[config.mk]
export PLATFORM = sky130hd
export DESIGN_NAME = crd_front
export DESIGN_NICKNAME = d
export VERILOG_FILES = /design/src/crd_pkg.sv /design/src/crd_front.sv
export SDC_FILE = /design/constraint.sdc
export NUM_CORES = 2
export LEC_CHECK = 0
export BUFFER_PORTS_ARGS = -buffer_cell sky130_fd_sc_hd__buf_2
export CORE_MARGIN = 2
export CORE_UTILIZATION = 45
export CTS_CLUSTER_SIZE = 14
export DETAILED_ROUTE_END_ITERATION = 8
export PLACE_DENSITY = 0.63
export SYNTH_ARGS = -nofsm -noshare
export SYNTH_HDL_FRONTEND = slang
export SYNTH_SLANG_ARGS = --single-unit
[constraint.sdc]
create_clock -name i_clk -period 26.6 [get_ports i_clk]
set_input_delay 2.66 -clock i_clk [delete_from_list [all_inputs] [get_ports i_clk]]
set_output_delay 2.66 -clock i_clk [all_outputs]
set_load 0.05 [all_outputs]
[src/crd_pkg.sv]
// ============================================================================
// crd_pkg: shared constants and types for the camera ray direction unit
// Widths, register indexes and defaults, sine coefficients and the angle queue entry.
// ============================================================================
package crd_pkg;

    // coordinate and angle widths
    localparam int COORD_BITS = 12;
    localparam int ANGLE_BITS = 16;

    // configuration port
    localparam int REG_W     = 16;
    localparam int DIV_W     = 13;
    localparam int FOV_W     = 16;
    localparam int CFG_IDX_W = 3;

    localparam logic [CFG_IDX_W-1:0] REG_CAM_YAW      = 3'd0;
    localparam logic [CFG_IDX_W-1:0] REG_CAM_PITCH    = 3'd1;
    localparam logic [CFG_IDX_W-1:0] REG_FOV_HORIZ    = 3'd2;
    localparam logic [CFG_IDX_W-1:0] REG_FOV_VERT     = 3'd3;
    localparam logic [CFG_IDX_W-1:0] REG_IMAGE_WIDTH  = 3'd4;
    localparam logic [CFG_IDX_W-1:0] REG_IMAGE_HEIGHT = 3'd5;

    localparam logic [REG_W-1:0] RST_CAM_YAW      = 16'd0;
    localparam logic [REG_W-1:0] RST_CAM_PITCH    = 16'd0;
    localparam logic [FOV_W-1:0] RST_FOV_HORIZ    = 16'd10923;
    localparam logic [FOV_W-1:0] RST_FOV_VERT     = 16'd10923;
    localparam logic [DIV_W-1:0] RST_IMAGE_WIDTH  = 13'd640;
    localparam logic [DIV_W-1:0] RST_IMAGE_HEIGHT = 13'd480;

    // angle offset divider: (2c + W) * F + W over 2W
    localparam int SUM_W = ((COORD_BITS + 1 > DIV_W) ? COORD_BITS + 1 : DIV_W) + 1;
    localparam int NUM_W = SUM_W + FOV_W + 1;
    localparam int REM_W = DIV_W + 1;

    // sine evaluation, Q30
    localparam int PHASE_W = 32;
    localparam int Q_W     = 31;
    localparam int SIN_LAT = 7;
    localparam logic [Q_W-1:0] ONE_Q30 = 31'd1073741824;
    localparam logic [Q_W-1:0] SIN_C1  = 31'd1686629713;
    localparam logic [Q_W-1:0] SIN_C3  = 31'd693598668;
    localparam logic [Q_W-1:0] SIN_C5  = 31'd85569306;
    localparam logic [Q_W-1:0] SIN_C7  = 31'd5026994;
    localparam logic [Q_W-1:0] SIN_C9  = 31'd172272;

    // result format
    localparam int DIR_W = 16;
    localparam logic [DIR_W-1:0] DIR_ONE = 16'd16384;

    // angle queue
    localparam int FIFO_DEPTH = 4;
    localparam int FIFO_AW    = $clog2(FIFO_DEPTH);

    typedef struct packed {
        logic [ANGLE_BITS-1:0] yaw;
        logic [ANGLE_BITS-1:0] pitch;
    } t_angles;

endpackage

[src/crd_front.sv]
// ============================================================================
// crd_front: view angle for one axis
// Scales the coordinate ratio by the field of view through a bit-per-stage
// divider pipeline and adds the camera base angle.
// ============================================================================
module crd_front (
    input  logic                           i_clk,
    input  logic                           i_rst_n,
    input  logic                           i_valid,
    input  logic [crd_pkg::COORD_BITS-1:0] i_coord,
    input  logic [crd_pkg::REG_W-1:0]      i_base,
    input  logic [crd_pkg::FOV_W-1:0]      i_fov,
    input  logic [crd_pkg::DIV_W-1:0]      i_div,
    output logic                           o_valid,
    output logic [crd_pkg::ANGLE_BITS-1:0] o_angle
);
    import crd_pkg::*;

    logic [DIV_W-1:0]       w_w1;
    logic [REM_W-1:0]       w_den;
    logic [SUM_W-1:0]       w_sum;
    logic [SUM_W+FOV_W-1:0] w_prod;

    logic [NUM_W+1:0]       r_vld;
    logic [NUM_W-1:0]       r_dvd [NUM_W];
    logic [REM_W-1:0]       r_rem [NUM_W];
    logic [ANGLE_BITS-1:0]  r_quo [NUM_W+1];
    logic [ANGLE_BITS-1:0]  r_angle;

    logic [REM_W:0]         w_sh   [NUM_W];
    logic                   w_ge   [NUM_W];
    logic [REM_W-1:0]       w_nrem [NUM_W];

    // a zero divisor counts as one
    assign w_w1   = (i_div == '0) ? DIV_W'(1) : i_div;
    assign w_den  = {w_w1, 1'b0};
    assign w_sum  = SUM_W'({i_coord, 1'b0}) + SUM_W'(w_w1);
    assign w_prod = w_sum * i_fov;

    always_comb begin
        for (int j = 0; j < NUM_W; j++) begin
            w_sh[j]   = {r_rem[j], r_dvd[j][NUM_W-1]};
            w_ge[j]   = (w_sh[j] >= {1'b0, w_den});
            w_nrem[j] = w_ge[j] ? REM_W'(w_sh[j] - {1'b0, w_den}) : REM_W'(w_sh[j]);
        end
    end

    always_ff @(posedge i_clk) begin
        if (!i_rst_n) begin
            r_vld <= '0;
        end else begin
            r_vld <= {r_vld[NUM_W:0], i_valid};
        end
    end

    always_ff @(posedge i_clk) begin
        r_dvd[0] <= NUM_W'(w_prod) + NUM_W'(w_w1);
        r_rem[0] <= '0;
        r_quo[0] <= '0;
        for (int j = 0; j < NUM_W - 1; j++) begin
            r_dvd[j+1] <= r_dvd[j] << 1;
            r_rem[j+1] <= w_nrem[j];
        end
        for (int j = 0; j < NUM_W; j++) begin
            r_quo[j+1] <= {r_quo[j][ANGLE_BITS-2:0], w_ge[j]};
        end
        // the quotient carries half a field of view; taking off a whole one centres the angle
        r_angle <= r_quo[NUM_W] + ANGLE_BITS'(i_base) - ANGLE_BITS'(i_fov);
    end

    assign o_valid = r_vld[NUM_W+1];
    assign o_angle = r_angle;

endmodule

[After elaboration in Yosys (flattened, before gate mapping)]
Memory sizes are Yosys's and may differ from the RTL's.
Cells that the tools add are included.
Word-level totals
  memories: 3
  input port bits: 60
  flip-flop bits (word level): 49
  bits in writable memories: 1907
  word-level logic and storage cells: 103
  output and inout port bits: 17
Memories
  r_dvd: depth 31, bits a word 31, rd ports 31, clocked after Yosys merged registers in 0, wr ports 31, RTL line crd_front.sv:25  | logic [NUM_W-1:0] r_dvd [NUM_W];
  r_quo: depth 32, bits a word 16, rd ports 32, clocked after Yosys merged registers in 0, wr ports 32, RTL line crd_front.sv:27  | logic [ANGLE_BITS-1:0] r_quo [NUM_W+1];
  r_rem: depth 31, bits a word 14, rd ports 31, clocked after Yosys merged registers in 0, wr ports 31, RTL line crd_front.sv:26  | logic [REM_W-1:0] r_rem [NUM_W];
Cells by class
  $lt $le $gt $ge: 31
  reductions and logical operators: 1
  muxes and demuxes: 31
  multipliers: 1
  add/sub/neg operators: 34
Operators with widths (count)
  >= comparator 15 x 14 -> 1 bit: 31
  2-to-1 mux 14 bit: 30
  subtractor 14 bit: 30
  adder 30 x 13 -> 31 bit: 1
  multiplier 14 x 16 -> 30 bit: 1
  adder 16 bit: 1
  subtractor 16 bit: 1
  adder 13 x 13 -> 14 bit: 1
  logical NOT 13 bit: 1
  2-to-1 mux 13 bit: 1

[Depth between registers and ports, before layout]
  word-level depth: 5
  mapped depth: 32
  depth with buffers taken out: 30

[Worst setup path after synthesis]
OpenSTA, ideal clock, no wires.
  path kind: in2reg
  start point: in i_div[1] in the netlist's numbering
  end point: mem r_dvd[0][30] in the netlist's numbering
  stages: 30
  slack: 15267 ps
  arrival time: 11260 ps
  setup time: 72 ps
  required time: 26528 ps
  path through: clkbuf_1 ha_1 inv_1 fa_1 nor2b_1 o21ai_1 a21boi_1 or4_1 a21oi_1 a311oi_2 clkbuf_1 nand2_1 fa_1 fa_1 inv_1 fa_1 fa_1 fa_1 inv_1 fa_1 inv_1 ha_1 clkbuf_1 a21oi_1 o211ai_1 o2111a_1 a211oi_1 o31ai_1 a21oi_1 xnor2_1
RTL lines
  start: declaration: RTL line crd_front.sv:13  | input logic [crd_pkg::DIV_W-1:0] i_div,
  end: declaration: RTL line crd_front.sv:25

==> results.sh <==
export IMPL_drc=0
export IMPL_period_minus_slack_ns=9.657
export IMPL_postCtsHoldBufs=0
export IMPL_cp_common_cell="fa_1"
export IMPL_slew_viol_final=0
export IMPL_grt_pass1_wl_um=197900
export IMPL_syn_area_per_cell_um2=9.968
export IMPL_netlist_instances=5412
export IMPL_cts_max_level=3
export IMPL_drive_gt1_share_pct=9.350
export IMPL_synth_cell_types=91
export IMPL_synth_commonest_cells="dfxtp_1, ha_1, a21oi_1"
export IMPL_slew_headroom_pct=20.68
export IMPL_placed_cells=7017
export IMPL_port_buffers=76
export IMPL_syn_area_um2=53940
export IMPL_start_util_pct=45.14
export IMPL_period_share_pct=36.30
export IMPL_viasPerCell=5.257
export IMPL_cap_viol_max_count=0
export IMPL_cts_inserted_buffers=113
export IMPL_overflow=0
export IMPL_rows=127
export IMPL_netlist_area_leader_share_pct=40.86
export IMPL_fmax_mhz=103.6
export IMPL_die_h_um=350.2
export IMPL_outcome="finished, final reports clean"
export IMPL_crit_required_ns=27.25
export IMPL_timing_hold_violations_final=0
export IMPL_path_max_fanout=10
export IMPL_ys_flop_type="dfxtp_1"
export IMPL_cts_resized=0
export IMPL_nets=6323
export IMPL_dp_hpwl_um=88110
export IMPL_synth_async_reset_ratio_pct=0
export IMPL_cp_arrival_ns=10.31
export IMPL_grt_setup_unrepaired="false"
export IMPL_drt_iter0_drc=2020
export IMPL_endpoint_kind="register"
export IMPL_die_area_um2=122700
export IMPL_setup_viol=0
export IMPL_cts_reportedPaths_clkPinSlew_ns=0.06
export IMPL_post_route_util_pct=50.45
export IMPL_cts_tree="built"
export IMPL_netlist_top_cells_area="dfxtp_1, ha_1, fa_1"
export IMPL_critPathKind="primary input to register"
export IMPL_die_width_um=350.2
export IMPL_grt_pass1_vias=37540
export IMPL_clk_latency_ns=0.72
export IMPL_antenna_left=0
export IMPL_synth_largest_area_cell="dfxtp_1"
export IMPL_gp_congestion=0.9273
export IMPL_max_slew_worst_pin_slew_ns=1.184
export IMPL_seq_area_frac_synth_pct=40.86
export IMPL_ys_ff_latch=1101
export IMPL_dr_pass1_iters=5
export IMPL_hp_class="register to register"
export IMPL_dpl_cell_area_um2=56160
export IMPL_cp_slowest_cell="fa_1"
export IMPL_design_area_um2=60290
export IMPL_cts_num_sinks=1101
export IMPL_grt_max_degree=34
export IMPL_max_stage_delay_ns=0.54
export IMPL_track_usage_pct=20.23
export IMPL_routedWlPerCell_um=17.20
export IMPL_synth_edf_count=0
export IMPL_area_growth_pct=11.75
export IMPL_core_area_um2=119500
export IMPL_io_pins=77
export IMPL_cts_root_buf="clkbuf_16"
export IMPL_clockBufferDepth=3
export IMPL_critPathLaunchType="primary input"
export IMPL_synth_warnings=0
export IMPL_layout_cells_non_filler=7228
export IMPL_routed_wl_um=124300
export IMPL_post_synth_top_count_cell="dfxtp_1"
export IMPL_fin_skew_ns=0.04954
export IMPL_postCtsSetupBuffers=0
export IMPL_setup_tns_ns=0
export IMPL_antenna_found_initial=6
export IMPL_vias=38000
==> final cells by class <==
type / instances / area (um2)
diodes: 1 / 2.502
clock buffers: 146 / 3152
clock inverters: 64 / 967.2
fillers: 10990 / 59210
inverters: 388 / 1456
multi-input cells: 3809 / 30030
flip-flops and latches: 1101 / 22040
well taps: 1612 / 2017
repair buffers: 107 / 615.6
==> cell usage in the layout (no fill, tap or decap), types with 13 or more instances in the layout <==
cell type / n
nor2b_1: 64
clkbuf_8: 20
inv_1: 376
clkinv_2: 17
a21o_1: 103
xnor2_1: 172
ha_1: 519
a21oi_1: 474
nor3_1: 62
xor2_1: 144
nor4_1: 18
nor2_1: 401
a211oi_1: 55
nand4_1: 48
o21ai_0: 225
or3_1: 15
nand2_1: 373
or2_2: 29
a211o_1: 21
o31ai_1: 30
mux2i_1: 41
clkbuf_1: 13
nand4b_1: 21
mux2_4: 19
nand2b_1: 83
bufinv_16: 17
o211ai_1: 37
dfxtp_1: 1101
clkbuf_16: 113
nand3_1: 66
fa_1: 224
and2_1: 116
o21a_1: 71
buf_4: 32
a31oi_1: 35
nand3b_1: 13
nor3b_1: 21
mux2_2: 124
buf_2: 75
==> worst max-delay path, delay by kind of cell <==
kind	cells	cell delay (ns)
and+or+nand+nor	3	0.39
xor gates and xnor gates	2	0.63
AOI/OAI and AO/OA	9	1.92
adders and majority gates	9	4.07
buffers and inverters	6	0.62
==> cell families (layout without fill, tap and decap cells) <==
kind of cell / count (synthesis) / after routing / share of synthesized area [%]
AO/OA/AOI/OAI: 1184 / 1184 / 13.65
XOR/XNOR: 319 / 319 / 5.179
other: 1 / 7 / 0.006952
buffers and inverters: 507 / 705 / 3.646
adder cells (fa/ha/maj): 743 / 743 / 20.35
flip-flops: 1101 / 1101 / 40.86
AND/OR/NAND/NOR: 1371 / 1371 / 12.39
multiplexers: 186 / 186 / 3.920
==> path summary, 6_finish.rpt <==
path,from,endpoint,slack [ns],depth (start not counted)
worst max-delay path,i_coord[0],r_dvd[0][30]$_DFF_P_,16.94,29
worst min-delay path,r_dvd[0][40]$_DFF_P_,r_dvd[0][72]$_DFF_P_,0.29,0
worst max register to register,r_rem[1][28]$_DFF_P_,r_rem[1][47]$_DFF_P_,23.42,10
worst min register to register,r_dvd[0][40]$_DFF_P_,r_dvd[0][72]$_DFF_P_,0.29,0
==> routing by layer <==
layer,vias up,GRT usage (%),wire (um)
met3,233,3.070,5748
li1,18910,-,-
met5,-,0,0
met1,18060,26.62,57060
met2,787,34.02,57680
met4,0,6.569,3816
==> sequential cells by signal, summed over array words and instances, names as in the netlist <==
| register | count |
|---|---|
| r_rem | 420 |
| r_quo | 136 |
| o_angle | 16 |
| r_vld | 33 |
| r_dvd | 496 |
==> stage by stage <==
step | hold WS, ns | worst slack (ns)
3_3_place_gp | 0.3100 | 16.35
2_1_floorplan | 0.3096 | 15.27
4_1_cts | 0.2794 | 16.99
3_5_place_dp | 0.3121 | 16.25
5_1_grt | 0.2900 | 16.54
6_report | 0.2896 | 16.94
Power is not shown: default switching activity piles up to over one toggle a cycle in this logic, so the estimate is an artifact.
