[src/crd_pkg.sv]
// ============================================================================
// crd_pkg: shared constants and types for the camera ray direction unit
// Widths, register indexes and defaults, sine coefficients and the angle queue entry.
// ============================================================================
package crd_pkg;

    // coordinate and angle widths
    localparam int COORD_BITS = 12;
    localparam int ANGLE_BITS = 16;

    // configuration port
    localparam int REG_W     = 16;
    localparam int DIV_W     = 13;
    localparam int FOV_W     = 16;
    localparam int CFG_IDX_W = 3;

    localparam logic [CFG_IDX_W-1:0] REG_CAM_YAW      = 3'd0;
    localparam logic [CFG_IDX_W-1:0] REG_CAM_PITCH    = 3'd1;
    localparam logic [CFG_IDX_W-1:0] REG_FOV_HORIZ    = 3'd2;
    localparam logic [CFG_IDX_W-1:0] REG_FOV_VERT     = 3'd3;
    localparam logic [CFG_IDX_W-1:0] REG_IMAGE_WIDTH  = 3'd4;
    localparam logic [CFG_IDX_W-1:0] REG_IMAGE_HEIGHT = 3'd5;

    localparam logic [REG_W-1:0] RST_CAM_YAW      = 16'd0;
    localparam logic [REG_W-1:0] RST_CAM_PITCH    = 16'd0;
    localparam logic [FOV_W-1:0] RST_FOV_HORIZ    = 16'd10923;
    localparam logic [FOV_W-1:0] RST_FOV_VERT     = 16'd10923;
    localparam logic [DIV_W-1:0] RST_IMAGE_WIDTH  = 13'd640;
    localparam logic [DIV_W-1:0] RST_IMAGE_HEIGHT = 13'd480;

    // angle offset divider: (2c + W) * F + W over 2W
    localparam int SUM_W = ((COORD_BITS + 1 > DIV_W) ? COORD_BITS + 1 : DIV_W) + 1;
    localparam int NUM_W = SUM_W + FOV_W + 1;
    localparam int REM_W = DIV_W + 1;

    // sine evaluation, Q30
    localparam int PHASE_W = 32;
    localparam int Q_W     = 31;
    localparam int SIN_LAT = 7;
    localparam logic [Q_W-1:0] ONE_Q30 = 31'd1073741824;
    localparam logic [Q_W-1:0] SIN_C1  = 31'd1686629713;
    localparam logic [Q_W-1:0] SIN_C3  = 31'd693598668;
    localparam logic [Q_W-1:0] SIN_C5  = 31'd85569306;
    localparam logic [Q_W-1:0] SIN_C7  = 31'd5026994;
    localparam logic [Q_W-1:0] SIN_C9  = 31'd172272;

    // result format
    localparam int DIR_W = 16;
    localparam logic [DIR_W-1:0] DIR_ONE = 16'd16384;

    // angle queue
    localparam int FIFO_DEPTH = 4;
    localparam int FIFO_AW    = $clog2(FIFO_DEPTH);

    typedef struct packed {
        logic [ANGLE_BITS-1:0] yaw;
        logic [ANGLE_BITS-1:0] pitch;
    } t_angles;

endpackage

[src/crd_fifo.sv]
// ============================================================================
// crd_fifo: angle queue
// Short register queue between the angle front and the trig back end.
// ============================================================================
module crd_fifo (
    input  logic              i_clk,
    input  logic              i_rst_n,
    input  logic              i_push,
    input  crd_pkg::t_angles  i_data,
    input  logic              i_pop,
    output crd_pkg::t_angles  o_data,
    output logic              o_empty,
    output logic              o_full
);
    import crd_pkg::*;

    t_angles            r_mem [FIFO_DEPTH];
    logic [FIFO_AW-1:0] r_wr_ptr;
    logic [FIFO_AW-1:0] r_rd_ptr;
    logic [FIFO_AW:0]   r_count;
    logic               w_push;
    logic               w_pop;

    assign o_empty = (r_count == '0);
    assign o_full  = (r_count == (FIFO_AW+1)'(FIFO_DEPTH));
    assign w_push  = i_push && !o_full;
    assign w_pop   = i_pop && !o_empty;
    assign o_data  = r_mem[r_rd_ptr];

    always_ff @(posedge i_clk) begin
        if (!i_rst_n) begin
            r_wr_ptr <= '0;
            r_rd_ptr <= '0;
            r_count  <= '0;
        end else begin
            if (w_push) begin
                r_wr_ptr <= r_wr_ptr + 1'b1;
            end
            if (w_pop) begin
                r_rd_ptr <= r_rd_ptr + 1'b1;
            end
            if (w_push && !w_pop) begin
                r_count <= r_count + 1'b1;
            end else if (w_pop && !w_push) begin
                r_count <= r_count - 1'b1;
            end
        end
    end

    always_ff @(posedge i_clk) begin
        if (w_push) begin
            r_mem[r_wr_ptr] <= i_data;
        end
    end

endmodule

[config.mk]
export PLATFORM = sky130hd
export DESIGN_NAME = crd_fifo
export DESIGN_NICKNAME = d
export VERILOG_FILES = /design/src/crd_pkg.sv /design/src/crd_fifo.sv
export SDC_FILE = /design/constraint.sdc
export NUM_CORES = 1
export LEC_CHECK = 0
export ABC_AREA = 1
export BUFFER_PORTS_ARGS = -buffer_cell sky130_fd_sc_hd__clkbuf_2
export CAP_MARGIN = 15
export CORE_ASPECT_RATIO = 0.6
export CORE_MARGIN = 5
export CORE_UTILIZATION = 51
export DETAILED_ROUTE_END_ITERATION = 8
export PLACE_DENSITY = 0.75
export SYNTH_ARGS = -nofsm -noshare
export SYNTH_HDL_FRONTEND = slang
export SYNTH_SLANG_ARGS = --single-unit
[constraint.sdc]
create_clock -name i_clk -period 2.7 [get_ports i_clk]
set_clock_uncertainty 0.15 [all_clocks]
set_input_delay 0.54 -clock i_clk [delete_from_list [all_inputs] [get_ports i_clk]]
set_output_delay 0.54 -clock i_clk [all_outputs]
set_load 0.02 [all_outputs]
After elaboration in Yosys (flattened, before gate mapping)
Memories as Yosys holds them, arrays and structs flattened. A register that Yosys moved wholly into a read port is not among the register bits.
Index checks and enable logic that the tools add are counted.
{"block": "totals", "reg_bits": 7, "latchBits": 0, "mem_bits_ro": 0, "mem_count": 1, "out_inout_bits": 34, "ram_bits": 128, "inputBits": 36}
{"block": "op_classes", "addsub": 4, "div_mod_pow": 0, "shift": 0, "eq_ne": 1, "multipliers": 0, "bitwise_logic": 0, "reduce_logical": 10, "n_mux": 6, "n_lt_le_gt_ge": 0}
{"name": "r_mem", "depth": 4, "word_bits": 32, "read_ports": 1, "rd_ports_with_merged_regs": 1, "write_ports": 1, "line": "crd_fifo.sv:17", "text": "t_angles r_mem [FIFO_DEPTH];"}
{"cell": "$mux W3", "n": 2}
{"cell": "$add A2 B1 Y2 const B", "n": 2}
{"cell": "$logic_and A1 B1 Y1", "n": 4}
{"cell": "$logic_not A1 Y1", "n": 4}
{"cell": "$mux W2", "n": 2}
{"cell": "$add A3 B1 Y3 const B", "n": 1}
{"cell": "$eq A3 B3 Y1 const B", "n": 1}
{"cell": "$logic_not A3 Y1", "n": 1}
{"cell": "$sub A3 B1 Y3 const B", "n": 1}
{"cell": "$mux W1", "n": 2}
{"cell": "$reduce_bool A2 Y1", "n": 1}

Logic depth before layout (Yosys ltp)
Gate-level depths: netlist (run 1).
{"block": "logic_depth", "ltp_word": 7, "depth_mapped": 13}

Least setup slack after synthesis (run 1)
OpenSTA, ideal clock, no wires.
{"block": "synth_timing", "path_kind": "register -> register", "start": "reg r_count[0]", "end": "mem r_mem[1][0] in the netlist's numbering, enable pin", "stages_incl_launch_ff": 5, "setup_ns": 0.421, "slack_ns": 0.136, "arrival_ns": 1.993, "t_required_ns": 2.129, "path_cell_list": "dfxtp_1 -> nor2_2 -> nand2_1 -> nand2_2 -> nor2_1"}
{"block": "synth_between", "elab_chain_cells": 5}
{"item": "start: declaration", "line": "crd_fifo.sv:20", "text": "logic [FIFO_AW:0] r_count;"}
{"item": "start signal: assignment", "line": "crd_fifo.sv:43", "text": "r_count <= r_count + 1'b1;"}
{"item": "start signal: assignment", "line": "crd_fifo.sv:45", "text": "r_count <= r_count - 1'b1;"}
{"item": "$eq A3 B3 Y1", "line": "crd_fifo.sv:25", "text": "assign o_full = (r_count == (FIFO_AW+1)'(FIFO_DEPTH));"}
{"item": "$logic_not A1 Y1", "line": "crd_fifo.sv:26", "text": "assign w_push = i_push && !o_full;"}
{"item": "$logic_and A1 B1 Y1", "line": "crd_fifo.sv:26"}
{"item": "$mux W1", "line": "crd_fifo.sv:51", "text": "if (w_push) begin"}
{"item": "$mux W1 (implied by the code)", "line": "crd_fifo.sv:52", "text": "r_mem[r_wr_ptr] <= i_data;"}
{"item": "end: declaration", "line": "crd_fifo.sv:17"}
Every way passes these cells.

==> summary.md, run 1 <==
| Metric | Value |
|---|---|
| Status | `complete, no violations` |
| Die ar. | `0.0125 mm²` |
| Max_cap viols | `0` |
| RSZ-0062 raised after global routing | `no` |
| Die extent in y | `88.7 µm` |
| Number of synthesized register bits | `137` |
| Final nets | `approximately 500` |
| N_diodes | `0` |
| Synthesis Warnings | `0` |
| Largest net degree at the start of global routing | `65` |
| Via count | `3,245` |
| CORE AREA | `approximately 0.010 mm²` |
| Flop pwr share | `0.417` |
| Length in cells of the worst reg-to-reg path | `13` |
| Hold WC Path Type | `primary input to flop` |
| Port Buffers | `69` |
| Slew @ Worst Pin | `~0.57 ns` |
| Final hold viol count | `0` |
| Initial DRT Pass Iterations | `4` |
| Multi-input logic area | `around 0.0010 mm²` |
| Clock buffer depth | `2` |
| Routed Wire Length | `10,500 µm` |
| Peak VDD IR | `0.567 mV` |
| Met3 wire length | `796 µm` |
| Worst Hold Depth | `1` |
| Hold_buf cts | `0` |
| HPWL Detailed | `6210 µm` |
| Worst skew pair latency | `0.41 ns` |
| Final setup margin | `0.181 ns` |
| Power per cell area | `1020 mW/mm²` |
| WP data required | `2.01 ns` |
| Setup bufs post-CTS | `0` |
| Final setup vio count | `0` |
| Crit path capture type | `primary output` |
| Area Overhead vs Synth | `19.6%` |
| Mapped Nets | `421` |
| Post-DRT Antenna Nets | `0` |
| Post-Syn Area | `0.00527 mm²` |
| Clk sinks | `137` |
| WL/cell | `17.5 µm` |
| TritonCTS clock tree | `built` |
| Fmax | `397 MHz` |
| DR vias/cell | `roughly 5.4` |
| LEAKAGE | `2.31 nW` |
| Post-synthesis instance total | `between 300 and 400` |
| Iter 0 DRT Violations | `277` |
| Initial antenna violation count | `0` |
| First-pass GRT wire length | `16,800 µm` |
| DRT met1 WL | `4730 µm` |
| Filler Cell Count | `755` |
| Share of cells above drive strength 1 | `0.239` |
| Fin crit period | `2.52 ns` |
| Top routing layer in use | `met4` |
| Io pins | `70` |
| Met2 wire len | `4930 µm` |
| Gate power share | `0.253` |
| Setup TNS | `0 ns` |
| Worst Setup Path Type | `flop to primary output` |
| Sequential area share after synthesis | `0.764` |
| Syn Area/Cell | `around 14 µm²` |
| Clock transition at path regs | `about 0.050 ns` |
| Sw Share | `0.315` |
| Width of the die | `roughly 140 µm` |
| Psw | `between 2 and 2.5 mW` |
| Placer Congestion | `0.759` |
| Fin crit share | `0.933` |
| Critical Path AT | `1.83 ns` |
| TritonCTS Buffers | `17` |
| Vias in the first global route | `roughly 3,200` |
| Cts repair resizes | `0` |
| Reg area | `0.00403 mm²` |
| Synth unique cells | `22` |
| Initial Util | `0.528` |
| # DRC | `0` |
| Total power | `~6.4 mW` |
| Setup crit start kind | `flop` |
| Total gr overflow | `0` |
| Slew margin rel. | `0.617` |
| Pre-CTS WS | `0.525 ns` |
| Cell Int Power | `4.41 mW` |
| Max Transition Viols Final | `0` |
| Clk pwr share | `0.330` |
| Utilization after layout | `0.631` |
| Clock root buffer | `clkbuf_16` |
| Total GRT Usage | `0.179` |
| Row cnt | `28` |
| H-tree levels | `4` |
| CP Max Fanout | `20` |
[stage by stage]
stage / hold slack, ns / instances / cell area (µm²)
finish: 0.204 / 603 / 6300
global route: 0.198 / 603 / 6300
CTS: 0.186 / 603 / 6300
detailed placement: 0.350 / 572 / 5760
global placement: 0.337 / 572 / 5760
floorplan: 0.315 / 379 / 5270
[worst max-delay path, cell delays in order, from the launching register on]
cell and delay [ns]:
dfxtp_2 0.50, buf_4 0.30, o21ai_0 0.12, o22ai_1 0.27
clkbuf_2 0.22
[layout make-up]
class                      instances  share of cell area
clock buffer                      19              0.0687
clock inverter                    12              0.0173
inverter                          18              0.0119
multi-input combinational        205               0.166
sequential                       137               0.639
tap                              135              0.0268
timing repair buffer              77              0.0709
[synthesized netlist by cell type]
cell	count	area, µm²
inv_2	1	3.75
nor2_2	1	6.26
nand2_2	1	6.26
buf_6	9	101
dfxtp_1	9	180
o21ai_1	28	140
fa_1	1	20.0
o22ai_1	32	200
edfxtp_1	128	3840
nor2_1	77	289
inv_8	1	11.3
buf_4	3	22.5
nand3b_1	1	7.51
inv_1	16	60.1
buf_2	6	30.0
ha_1	5	62.6
nand3_1	4	20.0
clkbuf_1	1	3.75
nand2_1	14	52.6
a21oi_1	3	15.0
xor2_1	1	8.76
o21ai_0	37	185
[sequential cells by signal (all words and copies together) (netlist names), named ones only]
name	flops
r_count	3
r_mem	128
r_rd_ptr	2
r_wr_ptr	2
[cells by family after synthesis]
kind of cell               synth area share
DFF                                   0.764
and+or+nand+nor                      0.0724
xor gates and xnor gates            0.00166
AOI/OAI and AO/OA                     0.103
buffers and inverters                0.0442
adders and majority gates            0.0157
[routing by layer]
| metal | global-route usage | vias up |
|---|---|---|
| met5 | 0 | - |
| met4 | 0.0616 | 0 |
| met3 | 0.0589 | 10 |
| met2 | 0.283 | 108 |
| met1 | 0.237 | 1576 |
| li1 | - | 1551 |
[power by group through the flow]
| stage | combinational [mW] | clock (mW) | sequential, mW |
|---|---|---|---|
| 2_1_floorplan | 1.17 | 0 | 2.70 |
| 3_5_place_dp | 1.63 | 0 | 2.72 |
| 5_1_grt | 1.81 | 2.26 | 2.70 |
| 6_report | 1.63 | 2.13 | 2.68 |
| 3_3_place_gp | 1.60 | 0 | 2.71 |
| 4_1_cts | 1.64 | 2.16 | 2.68 |
[layout by cell type, fill, tap and decap left out, types with 4 or more instances in the layout]
master       n
nand2_1     14
buf_4        4
dfxtp_1      8
ha_1         5
nor2_1      73
nor2_4       4
o22ai_1     32
clkbuf_2    69
nand3_1      4
inv_1       16
o21ai_0     37
o21ai_1     28
clkinv_2     6
edfxtp_1   128
clkbuf_16   17
[worst paths after layout]
kind	from	slack, ns	endpoint
worst max register to register	r_count[0]	0.55	r_count[2]
worst max-delay path	flop	0.18	o_data[21]
worst min register to register	r_rd_ptr[1]	0.37	r_rd_ptr[1]
worst min-delay path	i_data[13]	0.20	r_mem[3][13]
Note: power is estimated with default switching activity, not from simulation.
==> inputs of run 2 (changes only) <==
ABC_AREA = not set   (was 1)
==> run 2 against run 1 <==
Synthesized area is 2.3% lower. Largest power group unchanged. Critical endpoint is now o_data[13]. Routed wire length is 14% lower. Core utilization is 1.1 points higher. Design area is 0.26% higher. Maximum frequency is 1.2% higher. Combinational power is 4% lower. Highest routed layer unchanged. Clock power is 13% higher.
==> summary.md, run 2 <==
| Metric | Value |
|---|---|
| Width of the die | `140 µm` |
| Setup crit start kind | `flop` |
| Post-synth EDFFs | `128` |
| Initial antenna violation count | `0` |
| Row cnt | `28` |
| Worst path depth | `3` |
| Top routing layer in use | `met4` |
| DRT met1 WL | `between 4000 and 5000 µm` |
| Fin cells | `450` |
| Max reg flops | `128` |
| Slew margin rel. | `0.679` |
| Peak VDD IR | `approximately 0.67 mV` |
| Share of the synthesized area in the top cell type | `0.747` |
| Length in cells of the worst reg-to-reg path | `7` |
| Total gr overflow | `0` |
| Commonest non-fill, non-tap cells in the layout | `edfxtp_1, clkbuf_2, mux4_2` |
| Max_cap viols | `0` |
| Clock root buffer | `clkbuf_16` |
| N_diodes | `0` |
| Most common cell after layout, fill and taps aside | `edfxtp_1` |
| Syn Area/Cell | `around 24 µm²` |
| Clock transition at path regs | `0.06 ns` |
| Crit-path slowest cell | `mux4_2` |
| TritonCTS Buffers | `17` |
| Clock buffer depth | `2` |
| Via count | `2,440` |
| Post-Syn Area | `0.00515 mm²` |
| Total GRT Usage | `0.162` |
| Utilization after layout | `0.642` |
| Routed Wire Length | `9070 µm` |
| Clk sinks | `137` |
| Number of synthesized register bits | `137` |
| Final hold viol count | `0` |
| Post-synth top area cell | `edfxtp_1` |
| Worst Setup Path Type | `flop to primary output` |
| H-tree levels | `4` |
| Die extent in y | `just under 90 µm` |
| Largest net degree at the start of global routing | `33` |
| Filler Cell Count | `667` |
| Hold_buf cts | `0` |
| Async S/R FF share, synth | `0` |
| Top flop regs | `r_mem x128, r_count x3` |
| Post-synthesis instance total | `about 220` |
| Final nets | `346` |
| Slew @ Worst Pin | `0.482 ns` |
| Crit path capture type | `primary output` |
| Most common flop cell mapped by yosys | `edfxtp_1` |
| Critical Path AT | `about 1.8 ns` |
| WP data required | `2.01 ns` |
| Worst Hold Depth | `1` |
| Met2 wire len | `4090 µm` |
| # DRC | `0` |
| CP Max Fanout | `32` |
| CP delay by family, top | `multiplexers` |
| Initial DRT Pass Iterations | `4` |
| Setup TNS | `0 ns` |
| TritonCTS clock tree | `built` |
| Fmax | `402 MHz` |
| Die ar. | `roughly 0.012 mm²` |
| Area Overhead vs Synth | `22.7%` |
| Synth unique cells | `24` |
| Initial Util | `0.523` |
| Worst skew pair latency | `~0.42 ns` |
| Fin crit period | `2.49 ns` |
| Buf/Inv on CP | `2` |
| Status | `complete, no violations` |
| Placer Congestion | `between 0.7 and 0.8` |
| Post-DRT Antenna Nets | `0` |
| CORE AREA | `0.00984 mm²` |
| Io pins | `70` |
| DR vias/cell | `5.42` |
| Fin crit share | `0.921` |
| Vias in the first global route | `2,611` |
| Power per cell area | `roughly 1100 mW/mm²` |
| WL/cell | `20.2 µm` |
| Cell Count Post-Placement | `420` |
| Setup bufs post-CTS | `0` |
| RSZ-0062 raised after global routing | `no` |
| Final setup vio count | `0` |
| Synthesis Warnings | `0` |
| Crit path cell chain | `buf_12 > mux4_2 > clkbuf_2` |
| Met3 wire length | `569 µm` |
| HPWL Detailed | `about 5800 µm` |
| Hold WC Path Type | `primary input to flop` |
| Mapped Nets | `between 200 and 300` |
| Leading cell type by number of instances after synthesis | `edfxtp_1` |
| Top cells by area, synth | `edfxtp_1, mux4_2, dfxtp_1, ha_1, buf_12` |
| Top post-synthesis cells by count | `edfxtp_1, mux4_2, dfxtp_1, and2_1, ha_1` |
| CP max stage delay | `0.59 ns` |
| Iter 0 DRT Violations | `171` |
| Top reg by flops | `r_mem` |
| Cts repair resizes | `0` |
| Port Buffers | `69` |
| Sequential area share after synthesis | `0.782` |
| Max Transition Viols Final | `0` |
| First-pass GRT wire length | `14,400 µm` |
| Share of cells above drive strength 1 | `0.451` |
| LEAKAGE | `approximately 2.2 nW` |
==> run 2: cell count changes in the layout (fill, tap and decap cells not counted), moves of 4 or more <==
cell      change
o22ai_1      -32
nand2_1      -10
mux4_2       +30
inv_1        -13
clkinv_2      -4
o21ai_1      -28
nor2_1       -73
and2_1        +4
o21ai_0      -36
nor2_4        -4
and2_2        +4
nand3_1       -4
==> run 2: path summary, 6_finish.rpt <==
| kind | end | from | slack [ns] |
|---|---|---|---|
| setup reg to reg | r_count[2] | r_count[1] | 0.44 |
| hold reg to reg | r_wr_ptr[1] | r_wr_ptr[1] | 0.36 |
| hold / removal | r_mem[2][11] | i_data[11] | 0.19 |
| setup / recovery | o_data[13] | flop | 0.21 |
==> run 2: cell type report <==
class | instances | area [µm²] | share of cell area
tap | 135 | 169 | 0.0267
clock inverter | 11 | 179 | 0.0283
sequential | 137 | 4030 | 0.637
multi-input combinational | 66 | 1020 | 0.161
inverter | 3 | 11.3 | 0.00178
timing repair buffer | 79 | 483 | 0.0765
clock buffer | 19 | 433 | 0.0685
==> run 2: kinds of logic after synthesis <==
family / Yosys count / synth area share
AO/OA/AOI/OAI: 4 / 0.00656
XOR/XNOR: 4 / 0.00681
adder cells (fa/ha/maj): 6 / 0.0160
buffers and inverters: 12 / 0.0219
flip-flops: 137 / 0.782
multiplexers: 35 / 0.147
AND/OR/NAND/NOR: 17 / 0.0197
==> run 2: routing by layer <==
layer  track usage  vias up
met1         0.224     1260
met4        0.0633        0
li1              -     1077
met5             0        -
met3        0.0644       14
met2         0.234       89
==> run 2: per-stage QoR <==
stage | total power [mW] | hold WS (ns) | setup slack, ns | instance area [µm²]
2_1_floorplan | 3.88 | 0.318 | 0.463 | 5150
3_5_place_dp | 4.33 | 0.346 | 0.418 | 5710
5_1_grt | 6.94 | 0.180 | 0.122 | 6320
6_report | 6.67 | 0.192 | 0.212 | 6320
3_3_place_gp | 4.29 | 0.334 | 0.478 | 5710
4_1_cts | 6.74 | 0.178 | 0.176 | 6320
==> run 2: worst reg2reg max path: stages, from the launching register on <==
cell	delay (ns)
dfxtp_1	0.38
o31ai_2	0.35
ha_1	0.24
inv_1	0.07
fa_1	0.38
xor2_1	0.16
or3_1	0.29
a21boi_0	0.16
==> run 2: where the power goes <==
group          total, mW  switching [mW]  internal (mW)
Combinational       1.56           0.872          0.691
Clock               2.41           0.800           1.61
Sequential          2.69           0.105           2.59
Total               6.67            1.78           4.89
